### src/rtl/bdl_pkg.sv
// shared types and constants for the button debounce and long-press block
`timescale 1ns / 1ps
`default_nettype none

package bdl_pkg;

    localparam int BTN_CNT    = 4;
    localparam int IDX_W      = 2;
    localparam int DBT_W      = 8;
    localparam int LPT_W      = 16;
    localparam int CFG_DATA_W = 16;
    localparam int CFG_IDX_W  = 2;

    localparam logic [DBT_W-1:0] DBT_RESET = 8'd25;
    localparam logic [LPT_W-1:0] LPT_RESET = 16'd1000;

    localparam logic [CFG_IDX_W-1:0] CFG_DEBOUNCE   = 2'd0;
    localparam logic [CFG_IDX_W-1:0] CFG_LONG_PRESS = 2'd1;

    // what one lane found in one tick
    typedef struct packed {
        logic evt;
        logic long_press;
    } t_lane_evt;

endpackage

`default_nettype wire

### src/rtl/bdl_in_if.sv
// input channel: one timer tick carrying the button pin levels
`timescale 1ns / 1ps
`default_nettype none

interface bdl_in_if
    import bdl_pkg::*;
();
    logic               valid;
    logic               ready;
    logic [BTN_CNT-1:0] pin_levels;

    modport source (output valid, output pin_levels, input ready);
    modport sink (input valid, input pin_levels, output ready);
endinterface

`default_nettype wire

### src/rtl/bdl_out_if.sv
// output channel: one press or long-press event
`timescale 1ns / 1ps
`default_nettype none

interface bdl_out_if
    import bdl_pkg::*;
();
    logic             valid;
    logic             ready;
    logic [IDX_W-1:0] button_index;
    logic             long_press;
    logic             last;

    modport source (output valid, output button_index, output long_press, output last,
                    input ready);
    modport sink (input valid, input button_index, input long_press, input last,
                  output ready);
endinterface

`default_nettype wire

### src/rtl/bdl_lane.sv
// one button lane: edge arming, debounce countdown and hold counter
`timescale 1ns / 1ps
`default_nettype none

module bdl_lane
    import bdl_pkg::*;
#(
    parameter int HOLD_WIDTH = 16
) (
    input  wire logic             i_clk,
    input  wire logic             i_rst_n,
    input  wire logic             i_tick,
    input  wire logic             i_pin,
    input  wire logic [DBT_W-1:0] i_debounce_ticks,
    input  wire logic [LPT_W-1:0] i_long_press_ticks,
    output t_lane_evt             o_evt
);

    localparam int CMP_W = (HOLD_WIDTH > LPT_W) ? HOLD_WIDTH : LPT_W;
    localparam logic [HOLD_WIDTH-1:0] HOLD_MAX = {HOLD_WIDTH{1'b1}};

    logic                  r_prev, n_prev;
    logic                  r_edge_sel, n_edge_sel;
    logic                  r_armed, n_armed;
    logic                  r_active, n_active;
    logic [DBT_W-1:0]      r_dcnt, n_dcnt;
    logic [HOLD_WIDTH-1:0] r_hold, n_hold;

    logic                  hold_inc_ok;
    logic [HOLD_WIDTH-1:0] hold_inc;
    logic                  expire;
    logic                  settled;
    logic                  edge_mid;
    logic                  armed_mid;
    logic                  hit;

    always_comb begin
        hold_inc_ok = (r_hold != HOLD_MAX);
        hold_inc    = hold_inc_ok ? HOLD_WIDTH'(r_hold + 1'b1) : r_hold;
        expire      = r_active && (r_dcnt <= DBT_W'(1));
        // level differs from the armed direction bit: a real press or release
        settled     = expire && (r_edge_sel != i_pin);
        edge_mid    = settled ? ~r_edge_sel : r_edge_sel;
        armed_mid   = r_armed | expire;
        hit         = armed_mid && (edge_mid ? (r_prev && !i_pin) : (!r_prev && i_pin));

        o_evt.evt        = settled && i_pin;
        o_evt.long_press = (CMP_W'(hold_inc) >= CMP_W'(i_long_press_ticks));

        n_prev     = i_pin;
        n_edge_sel = edge_mid;
        n_hold     = (settled && !i_pin) ? '0 : hold_inc;
        if (hit) begin
            n_armed  = 1'b0;
            n_active = 1'b1;
            n_dcnt   = (i_debounce_ticks == '0) ? DBT_W'(1) : i_debounce_ticks;
        end else begin
            n_armed  = armed_mid;
            n_active = r_active && !expire;
            if (expire) begin
                n_dcnt = '0;
            end else if (r_active) begin
                n_dcnt = r_dcnt - 1'b1;
            end else begin
                n_dcnt = r_dcnt;
            end
        end
    end

    always_ff @(posedge i_clk) begin
        if (!i_rst_n) begin
            r_prev     <= 1'b1;
            r_edge_sel <= 1'b1;
            r_armed    <= 1'b1;
            r_active   <= 1'b0;
            r_dcnt     <= '0;
            r_hold     <= '0;
        end else if (i_tick) begin
            r_prev     <= n_prev;
            r_edge_sel <= n_edge_sel;
            r_armed    <= n_armed;
            r_active   <= n_active;
            r_dcnt     <= n_dcnt;
            r_hold     <= n_hold;
        end
    end

endmodule

`default_nettype wire

### src/rtl/bdl_merge.sv
// merges lane events of a tick, drains one word per cycle if ready
`timescale 1ns / 1ps
`default_nettype none

module bdl_merge
    import bdl_pkg::*;
(
    input  wire logic      i_clk,
    input  wire logic      i_rst_n,
    input  wire logic      i_in_valid,
    output logic           o_in_ready,
    input  wire t_lane_evt i_lane [BTN_CNT],
    bdl_out_if.source      o_out
);

    logic               r_bat_vld;
    logic [BTN_CNT-1:0] r_bat_mask;
    logic [BTN_CNT-1:0] r_bat_long;
    logic [BTN_CNT-1:0] r_pend, n_pend;
    logic [BTN_CNT-1:0] r_plong;

    logic [BTN_CNT-1:0] lane_mask;
    logic [BTN_CNT-1:0] lane_long;
    logic [BTN_CNT-1:0] low_bit;
    logic [BTN_CNT-1:0] rest;
    logic [IDX_W-1:0]   low_idx;
    logic               out_fire;
    logic               in_fire;
    logic               drain_free;

    always_comb begin
        for (int i = 0; i < BTN_CNT; i++) begin
            lane_mask[i] = i_lane[i].evt;
            lane_long[i] = i_lane[i].long_press;
        end
        low_bit = r_pend & BTN_CNT'(~r_pend + 1'b1);
        rest    = r_pend & ~low_bit;
        low_idx = '0;
        for (int i = BTN_CNT - 1; i >= 0; i--) begin
            if (r_pend[i]) begin
                low_idx = IDX_W'(i);
            end
        end
    end

    assign out_fire   = o_out.valid && o_out.ready;
    // drain holds nothing after this cycle
    assign drain_free = (r_pend == '0) || (out_fire && (rest == '0));
    assign o_in_ready = !r_bat_vld || drain_free;
    assign in_fire    = i_in_valid && o_in_ready;

    assign o_out.valid        = (r_pend != '0);
    assign o_out.button_index = low_idx;
    assign o_out.long_press   = |(r_plong & low_bit);
    assign o_out.last         = (rest == '0);

    always_comb begin
        if (drain_free) begin
            n_pend = r_bat_vld ? r_bat_mask : '0;
        end else if (out_fire) begin
            n_pend = rest;
        end else begin
            n_pend = r_pend;
        end
    end

    always_ff @(posedge i_clk) begin
        if (!i_rst_n) begin
            r_bat_vld <= 1'b0;
            r_pend    <= '0;
        end else begin
            r_pend <= n_pend;
            if (in_fire) begin
                r_bat_vld <= (lane_mask != '0);
            end else if (drain_free) begin
                r_bat_vld <= 1'b0;
            end
        end
    end

    always_ff @(posedge i_clk) begin
        if (in_fire) begin
            r_bat_mask <= lane_mask;
            r_bat_long <= lane_long;
        end
        if (drain_free) begin
            r_plong <= r_bat_long;
        end
    end

endmodule

`default_nettype wire

### src/rtl/button_debounce_longpress.sv
// top level: four-button debounce with long-press events
// the events of a tick pass the batch register, then the pending register of the drain
// throughput: a tick per cycle while no events are pending; a tick with events
//   holds the drain stage until its last event word leaves, one event word per cycle while o_out.ready is high
// a batch register in front of the drain takes the next tick while events wait
// reset: synchronous active low, all buttons released and armed for press
`timescale 1ns / 1ps
`default_nettype none

module button_debounce_longpress
    import bdl_pkg::*;
#(
    parameter int HOLD_WIDTH = 16
) (
    input  wire logic                  i_clk,
    input  wire logic                  i_rst_n,
    bdl_in_if.sink                     i_in,
    bdl_out_if.source                  o_out,
    input  wire logic                  i_cfg_we,
    input  wire logic [CFG_IDX_W-1:0]  i_cfg_idx,
    input  wire logic [CFG_DATA_W-1:0] i_cfg_data
);

    // configuration registers; the user must write them only while idle, the block does not enforce it
    logic [DBT_W-1:0] r_debounce_ticks;
    logic [LPT_W-1:0] r_long_press_ticks;

    logic      w_in_ready;
    logic      w_tick;
    t_lane_evt w_lane [BTN_CNT];

    always_ff @(posedge i_clk) begin
        if (!i_rst_n) begin
            r_debounce_ticks   <= DBT_RESET;
            r_long_press_ticks <= LPT_RESET;
        end else if (i_cfg_we) begin
            // unknown register indexes fall through and are dropped
            if (i_cfg_idx == CFG_DEBOUNCE) begin
                r_debounce_ticks <= i_cfg_data[DBT_W-1:0];
            end
            if (i_cfg_idx == CFG_LONG_PRESS) begin
                r_long_press_ticks <= i_cfg_data[LPT_W-1:0];
            end
        end
    end

    assign i_in.ready = w_in_ready;
    // all lanes step together on each accepted tick
    assign w_tick     = i_in.valid && w_in_ready;

    // one lane per button, each with its own arming, debounce and hold state
    for (genvar g = 0; g < BTN_CNT; g++) begin : g_lane
        bdl_lane #(
            .HOLD_WIDTH (HOLD_WIDTH)
        ) u_lane (
            .i_clk              (i_clk),
            .i_rst_n            (i_rst_n),
            .i_tick             (w_tick),
            .i_pin              (i_in.pin_levels[g]),
            .i_debounce_ticks   (r_debounce_ticks),
            .i_long_press_ticks (r_long_press_ticks),
            .o_evt              (w_lane[g])
        );
    end

    // collects the release events of a tick and sends them lowest button first
    bdl_merge u_merge (
        .i_clk      (i_clk),
        .i_rst_n    (i_rst_n),
        .i_in_valid (i_in.valid),
        .o_in_ready (w_in_ready),
        .i_lane     (w_lane),
        .o_out      (o_out)
    );

endmodule

`default_nettype wire
### src/flat_wrapper.sv
// flat-port wrapper written by rule: the top's interface ports become plain ports
module button_debounce_longpress_flat import bdl_pkg::*;
#(
    parameter int HOLD_WIDTH = 16
)
  (i_clk, i_rst_n, i_cfg_we, i_cfg_idx, i_cfg_data, i_in_valid, i_in_pin_levels, i_in_ready, o_out_valid, o_out_button_index, o_out_long_press, o_out_last, o_out_ready);
  bdl_in_if i_in_i ();
  bdl_out_if o_out_i ();
  input  wire logic i_clk;
  input  wire logic i_rst_n;
  input  wire logic i_cfg_we;
  input  wire logic [CFG_IDX_W-1:0] i_cfg_idx;
  input  wire logic [CFG_DATA_W-1:0] i_cfg_data;
  input wire logic [$bits(i_in_i.valid)-1:0] i_in_valid;
  input wire logic [$bits(i_in_i.pin_levels)-1:0] i_in_pin_levels;
  output wire logic [$bits(i_in_i.ready)-1:0] i_in_ready;
  output wire logic [$bits(o_out_i.valid)-1:0] o_out_valid;
  output wire logic [$bits(o_out_i.button_index)-1:0] o_out_button_index;
  output wire logic [$bits(o_out_i.long_press)-1:0] o_out_long_press;
  output wire logic [$bits(o_out_i.last)-1:0] o_out_last;
  input wire logic [$bits(o_out_i.ready)-1:0] o_out_ready;
  assign i_in_i.valid = i_in_valid;
  assign i_in_i.pin_levels = i_in_pin_levels;
  assign i_in_ready = i_in_i.ready;
  assign o_out_valid = o_out_i.valid;
  assign o_out_button_index = o_out_i.button_index;
  assign o_out_long_press = o_out_i.long_press;
  assign o_out_last = o_out_i.last;
  assign o_out_i.ready = o_out_ready;
  button_debounce_longpress #(.HOLD_WIDTH(HOLD_WIDTH)) u_core (.i_clk(i_clk), .i_rst_n(i_rst_n), .i_in(i_in_i), .o_out(o_out_i), .i_cfg_we(i_cfg_we), .i_cfg_idx(i_cfg_idx), .i_cfg_data(i_cfg_data));
endmodule
### config.mk
export PLATFORM = sky130hd
export DESIGN_NAME = button_debounce_longpress_flat
export DESIGN_NICKNAME = d
export VERILOG_FILES = /design/src/rtl/bdl_pkg.sv /design/src/rtl/bdl_in_if.sv /design/src/rtl/bdl_out_if.sv /design/src/rtl/bdl_lane.sv /design/src/rtl/bdl_merge.sv /design/src/rtl/button_debounce_longpress.sv /design/src/flat_wrapper.sv
export SDC_FILE = /design/constraint.sdc
export NUM_CORES = 1
export LEC_CHECK = 0
export BUFFER_PORTS_ARGS = -buffer_cell sky130_fd_sc_hd__buf_2
export CORE_UTILIZATION = 57
export DETAILED_ROUTE_END_ITERATION = 8
export MAX_ROUTING_LAYER = met4
export PLACE_DENSITY_LB_ADDON = 0.1
export SETUP_SLACK_MARGIN = 0.4
export SLEW_MARGIN = 20
export SYNTH_ARGS = -nofsm -noshare
export SYNTH_HDL_FRONTEND = slang
export SYNTH_SLANG_ARGS = --single-unit
### constraint.sdc
create_clock -name i_clk -period 3 [get_ports i_clk]
set_clock_uncertainty 0.05 [all_clocks]
set_input_delay 0.15 -clock i_clk [delete_from_list [all_inputs] [get_ports i_clk]]
set_output_delay 0.15 -clock i_clk [all_outputs]
set_load 0.02 [all_outputs]
After elaboration in Yosys (flattened, before gate mapping). Index checks and enable logic that the tools add are counted.

Bits in registers: 153. Bits in latches: 0. Bits in writable memories: 0. Memory bits (read-only): 0. Memories kept: 0.

Add/sub/neg operators: 9. Multiply operators: 0. Div/mod/pow operators: 0. $lt $le $gt $ge: 8. Equal/unequal tests: 9. Shifts and indexed selects: 0. Muxes and demuxes: 46. Bitwise operators: 13. Reductions and logical operators: 69.

Operators with widths (number): $mux 16 (8); $mux 8 (13); $add 16x1->16 const B (4); $ge 16x16->1 (4); $ne 16x16->1 const B (4); $logic_and 1x1->1 (35); $le 8x1->1 const B (4); $sub 8x1->8 const B (4); $mux 1 (18); $logic_not 1->1 (13); $and 4x4->4 (3); $mux 4 (3); $reduce_and 2->1 (6); $reduce_bool 3->1 (4); $logic_not 4->1 (2); $logic_not 8->1 (1); $mux 2 (4); $not 4->4 (2); $reduce_bool 4->1 (2); $add 4x1->4 const B (1); $ne 1x1->1 (4); $not 1->1 (4); $or 1x1->1 (4); $reduce_bool 2->1 (2); 4 further kinds (5).

Depth between registers and ports, before layout.
Depth in word-level cells: 11. Mapped depth: 14.

Modules after synthesis. From an unflattened synthesis, not the netlist that was laid out.

Cells, all modules: 1369. Area, all modules: 11153.2 um^2.

Modules (own cells, without submodules): bdl_lane (instances 4, cells each 299, area each 2338.5 um^2); button_debounce_longpress (instances 1, cells each 105, area each 1017.2 um^2); bdl_merge (instances 1, cells each 68, area each 782.0 um^2).

Least setup slack after synthesis. OpenSTA, ideal clock, no wires.

Kind: reg-to-reg. From: reg u_core.g_lane[0].u_lane.r_hold[0]. To: reg u_core.u_merge.r_bat_long[0], data pin. Setup time: 261 ps. Data arrival time: 2715 ps. Data required time: 2689 ps. Setup slack: -26 ps. Stages on the path, launching flop included: 12. Path buffers: 1. Clock period less this slack: 3026 ps. Cell sequence: dfxtp_1 > ha_1 > nand3_1 > or4_1 > clkbuf_1 > o21ai_0 > xnor2_1 > ha_1 > or4_1 > a21oi_1 > o31a_1 > o31ai_1.

RTL lines: start: declaration (line bdl_lane.sv:27) `logic [HOLD_WIDTH-1:0] r_hold, n_hold;`; start signal: assignment (line bdl_lane.sv:84) `r_hold <= n_hold;`; end signal: assignment (line bdl_merge.sv:84) `r_bat_long <= lane_long;`; end: declaration (line bdl_merge.sv:18) `logic [BTN_CNT-1:0] r_bat_long;`.

==> metrics.cfg <==
[detailed_routing]
first_pass_iters = 5
drt_iter0_drc = 895
drt_wl_total_mm = 31.8
ant_nets = 0
post_drt_wl_per_cell_um = 19.9
drc = 0
vias = 10500
viasPerCell = 6.58

[grt]
grt_pass1_vias = 9648
grt_pass1_wl_mm = 49.9
overflow = 0
grt_max_degree = 53
antenna_found_initial = 1
track_usage_pct = 35.4

[synth]
synth_area_per_cell_um2 = 8.17
muxShareOfSynthArea_pct = 2.55
synth-xor-area-share_pct = 3.80
synth-simple-area-share_pct = 24.9
synth_seq_cells = 153
synth_fa_ha_area_share_pct = 9.28
synth_compound_area_share_pct = 23.9
syn_inst = 1270
synth_top_family_by_area = simple AND/OR/NAND/NOR gates
synth_edf_count = 12
ys_seq_area_share_pct = 30.7
ys_types = 78
synth_nets = 1373
async_reset_ff_share_pct = 0
yosysWarnings = 0
synthesis.area_mm2 = 0.0104
ys.flop_type = dfxtp_1

[power]
vdd.ir_drop.worst_uv = 496
p_leak_nw = 4.98
p_per_area_mw_per_mm2 = 436

[final_layout]
nNetsFinal = 1457
area_growth_pct = 21.5
layout_common_cells = nand2_1 (139), dfxtp_1 (100), buf_4 (88)
drive_above_1_share_pct = 23.0
final_common_cell = nand2_1

[setup_path]
critPathMaxFanout = 5
worstReg2RegEnd = u_core.u_merge.r_bat_long[0]
crit_required_ns = 3.13
reg2reg_slack_ns = 0.16
cp.arrival_ns = 2.97
critical_path_class = flop to flop
startpoint = u_core.g_lane[0].u_lane.r_hold[0]
startpoint_type = flop
crit_path_end_kind = flop
r2r_start = u_core.g_lane[0].u_lane.r_hold[0]
cp-endpoint = u_core.u_merge.r_bat_long[0]
crit_cells = 9
path_cells = ha_4 -> nand3_4 -> or4_4 -> or4b_1 -> o21a_1 -> ha_1 -> a21o_1 -> a21oi_2 -> o31ai_2
r2r_cells = 9
crit_family = simple AND/OR/NAND/NOR gates
critPathSlowestCell = or4_4
slowest_delay_ns = 0.56
path_buf_inv = 0

[timing]
fin_setup_tns_ns = 0
fin_crit_sh_pct = 94.8
report.final.slew_viol_count = 0
min_period_ns = 2.84
worst_pin_slew_ns = 1.02
final-hold-violation-count = 0
whs_ns = 0.0609
rsz0062_at_grt = yes
fmax_mhz = 352
slew_headroom_pct = 32.0
setup_violations = 0

[clock_tree]
numCtsBuffers = 17
cts-root-buf = clkbuf_16
htreeDepth = 4
clock-sinks = 153
clk_latency_ns = 0.44
cts_buffer_depth = 2
clkTransAtPathRegs_ns = 0.07
cts_tree = built

[floorplanning]
start_util_pct = 59.1
die_y_um = 137
coreArea_mm2 = 0.0175
fp.dieW_um = 137
io_pins = 33
die_area_mm2 = 0.0187
rows = 48

[placement]
dp_hpwl_mm = 20.8
place_congestion = 0.975
port-buffer-count = 32

[run_status]
status = finished clean

[worst_hold_path]
hold_path.class = primary input to flop

[flow_run]
drv_cap = 0

Yosys cell counts (6+ instances only):
| library cell | count | share of area [%] |
|---|---|---|
| a211o_1 | 7 | 0.59 |
| o31ai_1 | 9 | 0.65 |
| nand2b_1 | 14 | 0.84 |
| inv_1 | 37 | 1.3 |
| and4_1 | 10 | 0.84 |
| xor2_1 | 6 | 0.51 |
| buf_2 | 16 | 0.77 |
| nand4_1 | 29 | 1.7 |
| a32o_1 | 12 | 1.2 |
| dfxtp_1 | 141 | 27 |
| a21oi_1 | 95 | 4.6 |
| nor2_1 | 61 | 2.2 |
| a41oi_1 | 9 | 0.76 |
| a211oi_1 | 9 | 0.65 |
| mux2_2 | 11 | 1.2 |
| nand4b_1 | 7 | 0.59 |
| nor3b_1 | 10 | 0.72 |
| or4_1 | 14 | 1.0 |
| nor2b_1 | 10 | 0.60 |
| xnor2_1 | 39 | 3.3 |
| o22ai_1 | 11 | 0.66 |
| a21boi_0 | 6 | 0.43 |
| nand2_1 | 144 | 5.2 |
| o21ai_0 | 54 | 2.6 |
| edfxtp_1 | 12 | 3.5 |
| nor3_1 | 30 | 1.4 |
| nor4_1 | 17 | 1.0 |
| a31oi_1 | 24 | 1.4 |
| a21o_1 | 17 | 1.2 |
| o21a_1 | 21 | 1.5 |
| nand3_1 | 74 | 3.6 |
| or3_1 | 8 | 0.48 |
| o211ai_1 | 29 | 2.1 |
| and3_1 | 21 | 1.3 |
| mux2i_1 | 14 | 1.4 |
| ha_1 | 76 | 9.2 |
| clkbuf_1 | 48 | 1.7 |
| o2111ai_1 | 19 | 1.6 |
report_power, final:
part	internal [mW]	switching, mW	leakage (nW)
logic	0.451	0.576	3.39
registers	2.14	0.110	1.30
clock network	1.29	0.933	0.291
timing repair:
item                                    4_1_cts  5_1_grt
setup buffers                                26       16
hold buffers                                 21        0
endpoints found under the hold margin        32        0
pin swaps                                    17       25
endpoints found under the setup margin        4        7
resized for setup                            77       63
metrics by stage:
| stage | worst slack (ns) | utilization [%] | area, um^2 | total power [mW] | instances |
|---|---|---|---|---|---|
| global placement | 0.187 | 62.7 | 11000 | 3.20 | 1497 |
| global route | 0.115 | 71.9 | 12600 | 5.72 | 1593 |
| CTS | 0.197 | 69.8 | 12200 | 5.48 | 1576 |
| floorplan | 0.247 | - | 10500 | 2.98 | 1270 |
| finish | 0.156 | 71.9 | 12600 | 5.50 | 1593 |
| detailed placement | 0.122 | 62.7 | 11000 | 3.22 | 1497 |
per-layer routing:
metal	track usage (%)	part of all wire, %
met1	46.7	44
met2	53.8	45
met3	6.19	8.0
met4	13.8	3.1
met5	-	0
cell type report:
| type | count | area (um^2) |
|---|---|---|
| antenna | 1 | 2.50 |
| clock buffer | 20 | 458 |
| clock inverter | 12 | 140 |
| fill | 1332 | 4930 |
| inverter | 37 | 139 |
| multi-input combinational | 1001 | 7210 |
| sequential | 153 | 3270 |
| tap | 225 | 282 |
| timing repair buffer | 144 | 1100 |
worst reg2reg max path, cell delays in order, from the launching register on:
cell	delay, ns
dfxtp_4	0.36
ha_4	0.15
nand3_4	0.07
or4_4	0.56
or4b_1	0.53
o21a_1	0.13
ha_1	0.29
a21o_1	0.18
a21oi_2	0.18
o31ai_2	0.10
registers in the layout, summed over array words and instances (netlist names), 4 cells and up:
| signal | count |
|---|---|
| u_core.g_lane.u_lane.r_active | 4 |
| u_core.g_lane.u_lane.r_armed | 4 |
| u_core.g_lane.u_lane.r_dcnt | 32 |
| u_core.g_lane.u_lane.r_edge_sel | 4 |
| u_core.g_lane.u_lane.r_hold | 64 |
| u_core.g_lane.u_lane.r_prev | 4 |
| u_core.r_debounce_ticks | 8 |
| u_core.r_long_press_ticks | 16 |
| u_core.u_merge.r_bat_long | 4 |
| u_core.u_merge.r_bat_mask | 4 |
| u_core.u_merge.r_pend | 4 |
| u_core.u_merge.r_plong | 4 |
how the worst min path moves through the flow:
| stage | start | end | slack (ns) | cells after the start |
|---|---|---|---|---|
| finish | o_out_ready | u_core.u_merge.r_pend[1] | 0.06 | 4 |
| global route | o_out_ready | u_core.u_merge.r_pend[1] | 0.08 | 4 |
| CTS | o_out_ready | u_core.u_merge.r_pend[1] | 0.06 | 4 |
| detailed placement | i_cfg_data[8] | u_core.r_long_press_ticks[8] | 0.33 | 3 |
| global placement | i_cfg_data[8] | u_core.r_long_press_ticks[8] | 0.32 | 3 |
| floorplan | i_in_pin_levels[0] | u_core.g_lane[0].u_lane.r_prev | 0.22 | 2 |
logic make-up after synthesis:
family,count (synthesis)
flip-flops,153
AND/OR/NAND/NOR,488
adder cells (fa/ha/maj),77
buffers and inverters,116
AO/OA/AOI/OAI,366
XOR/XNOR,45
multiplexers,25
Note: power is estimated with default switching activity, not from simulation.
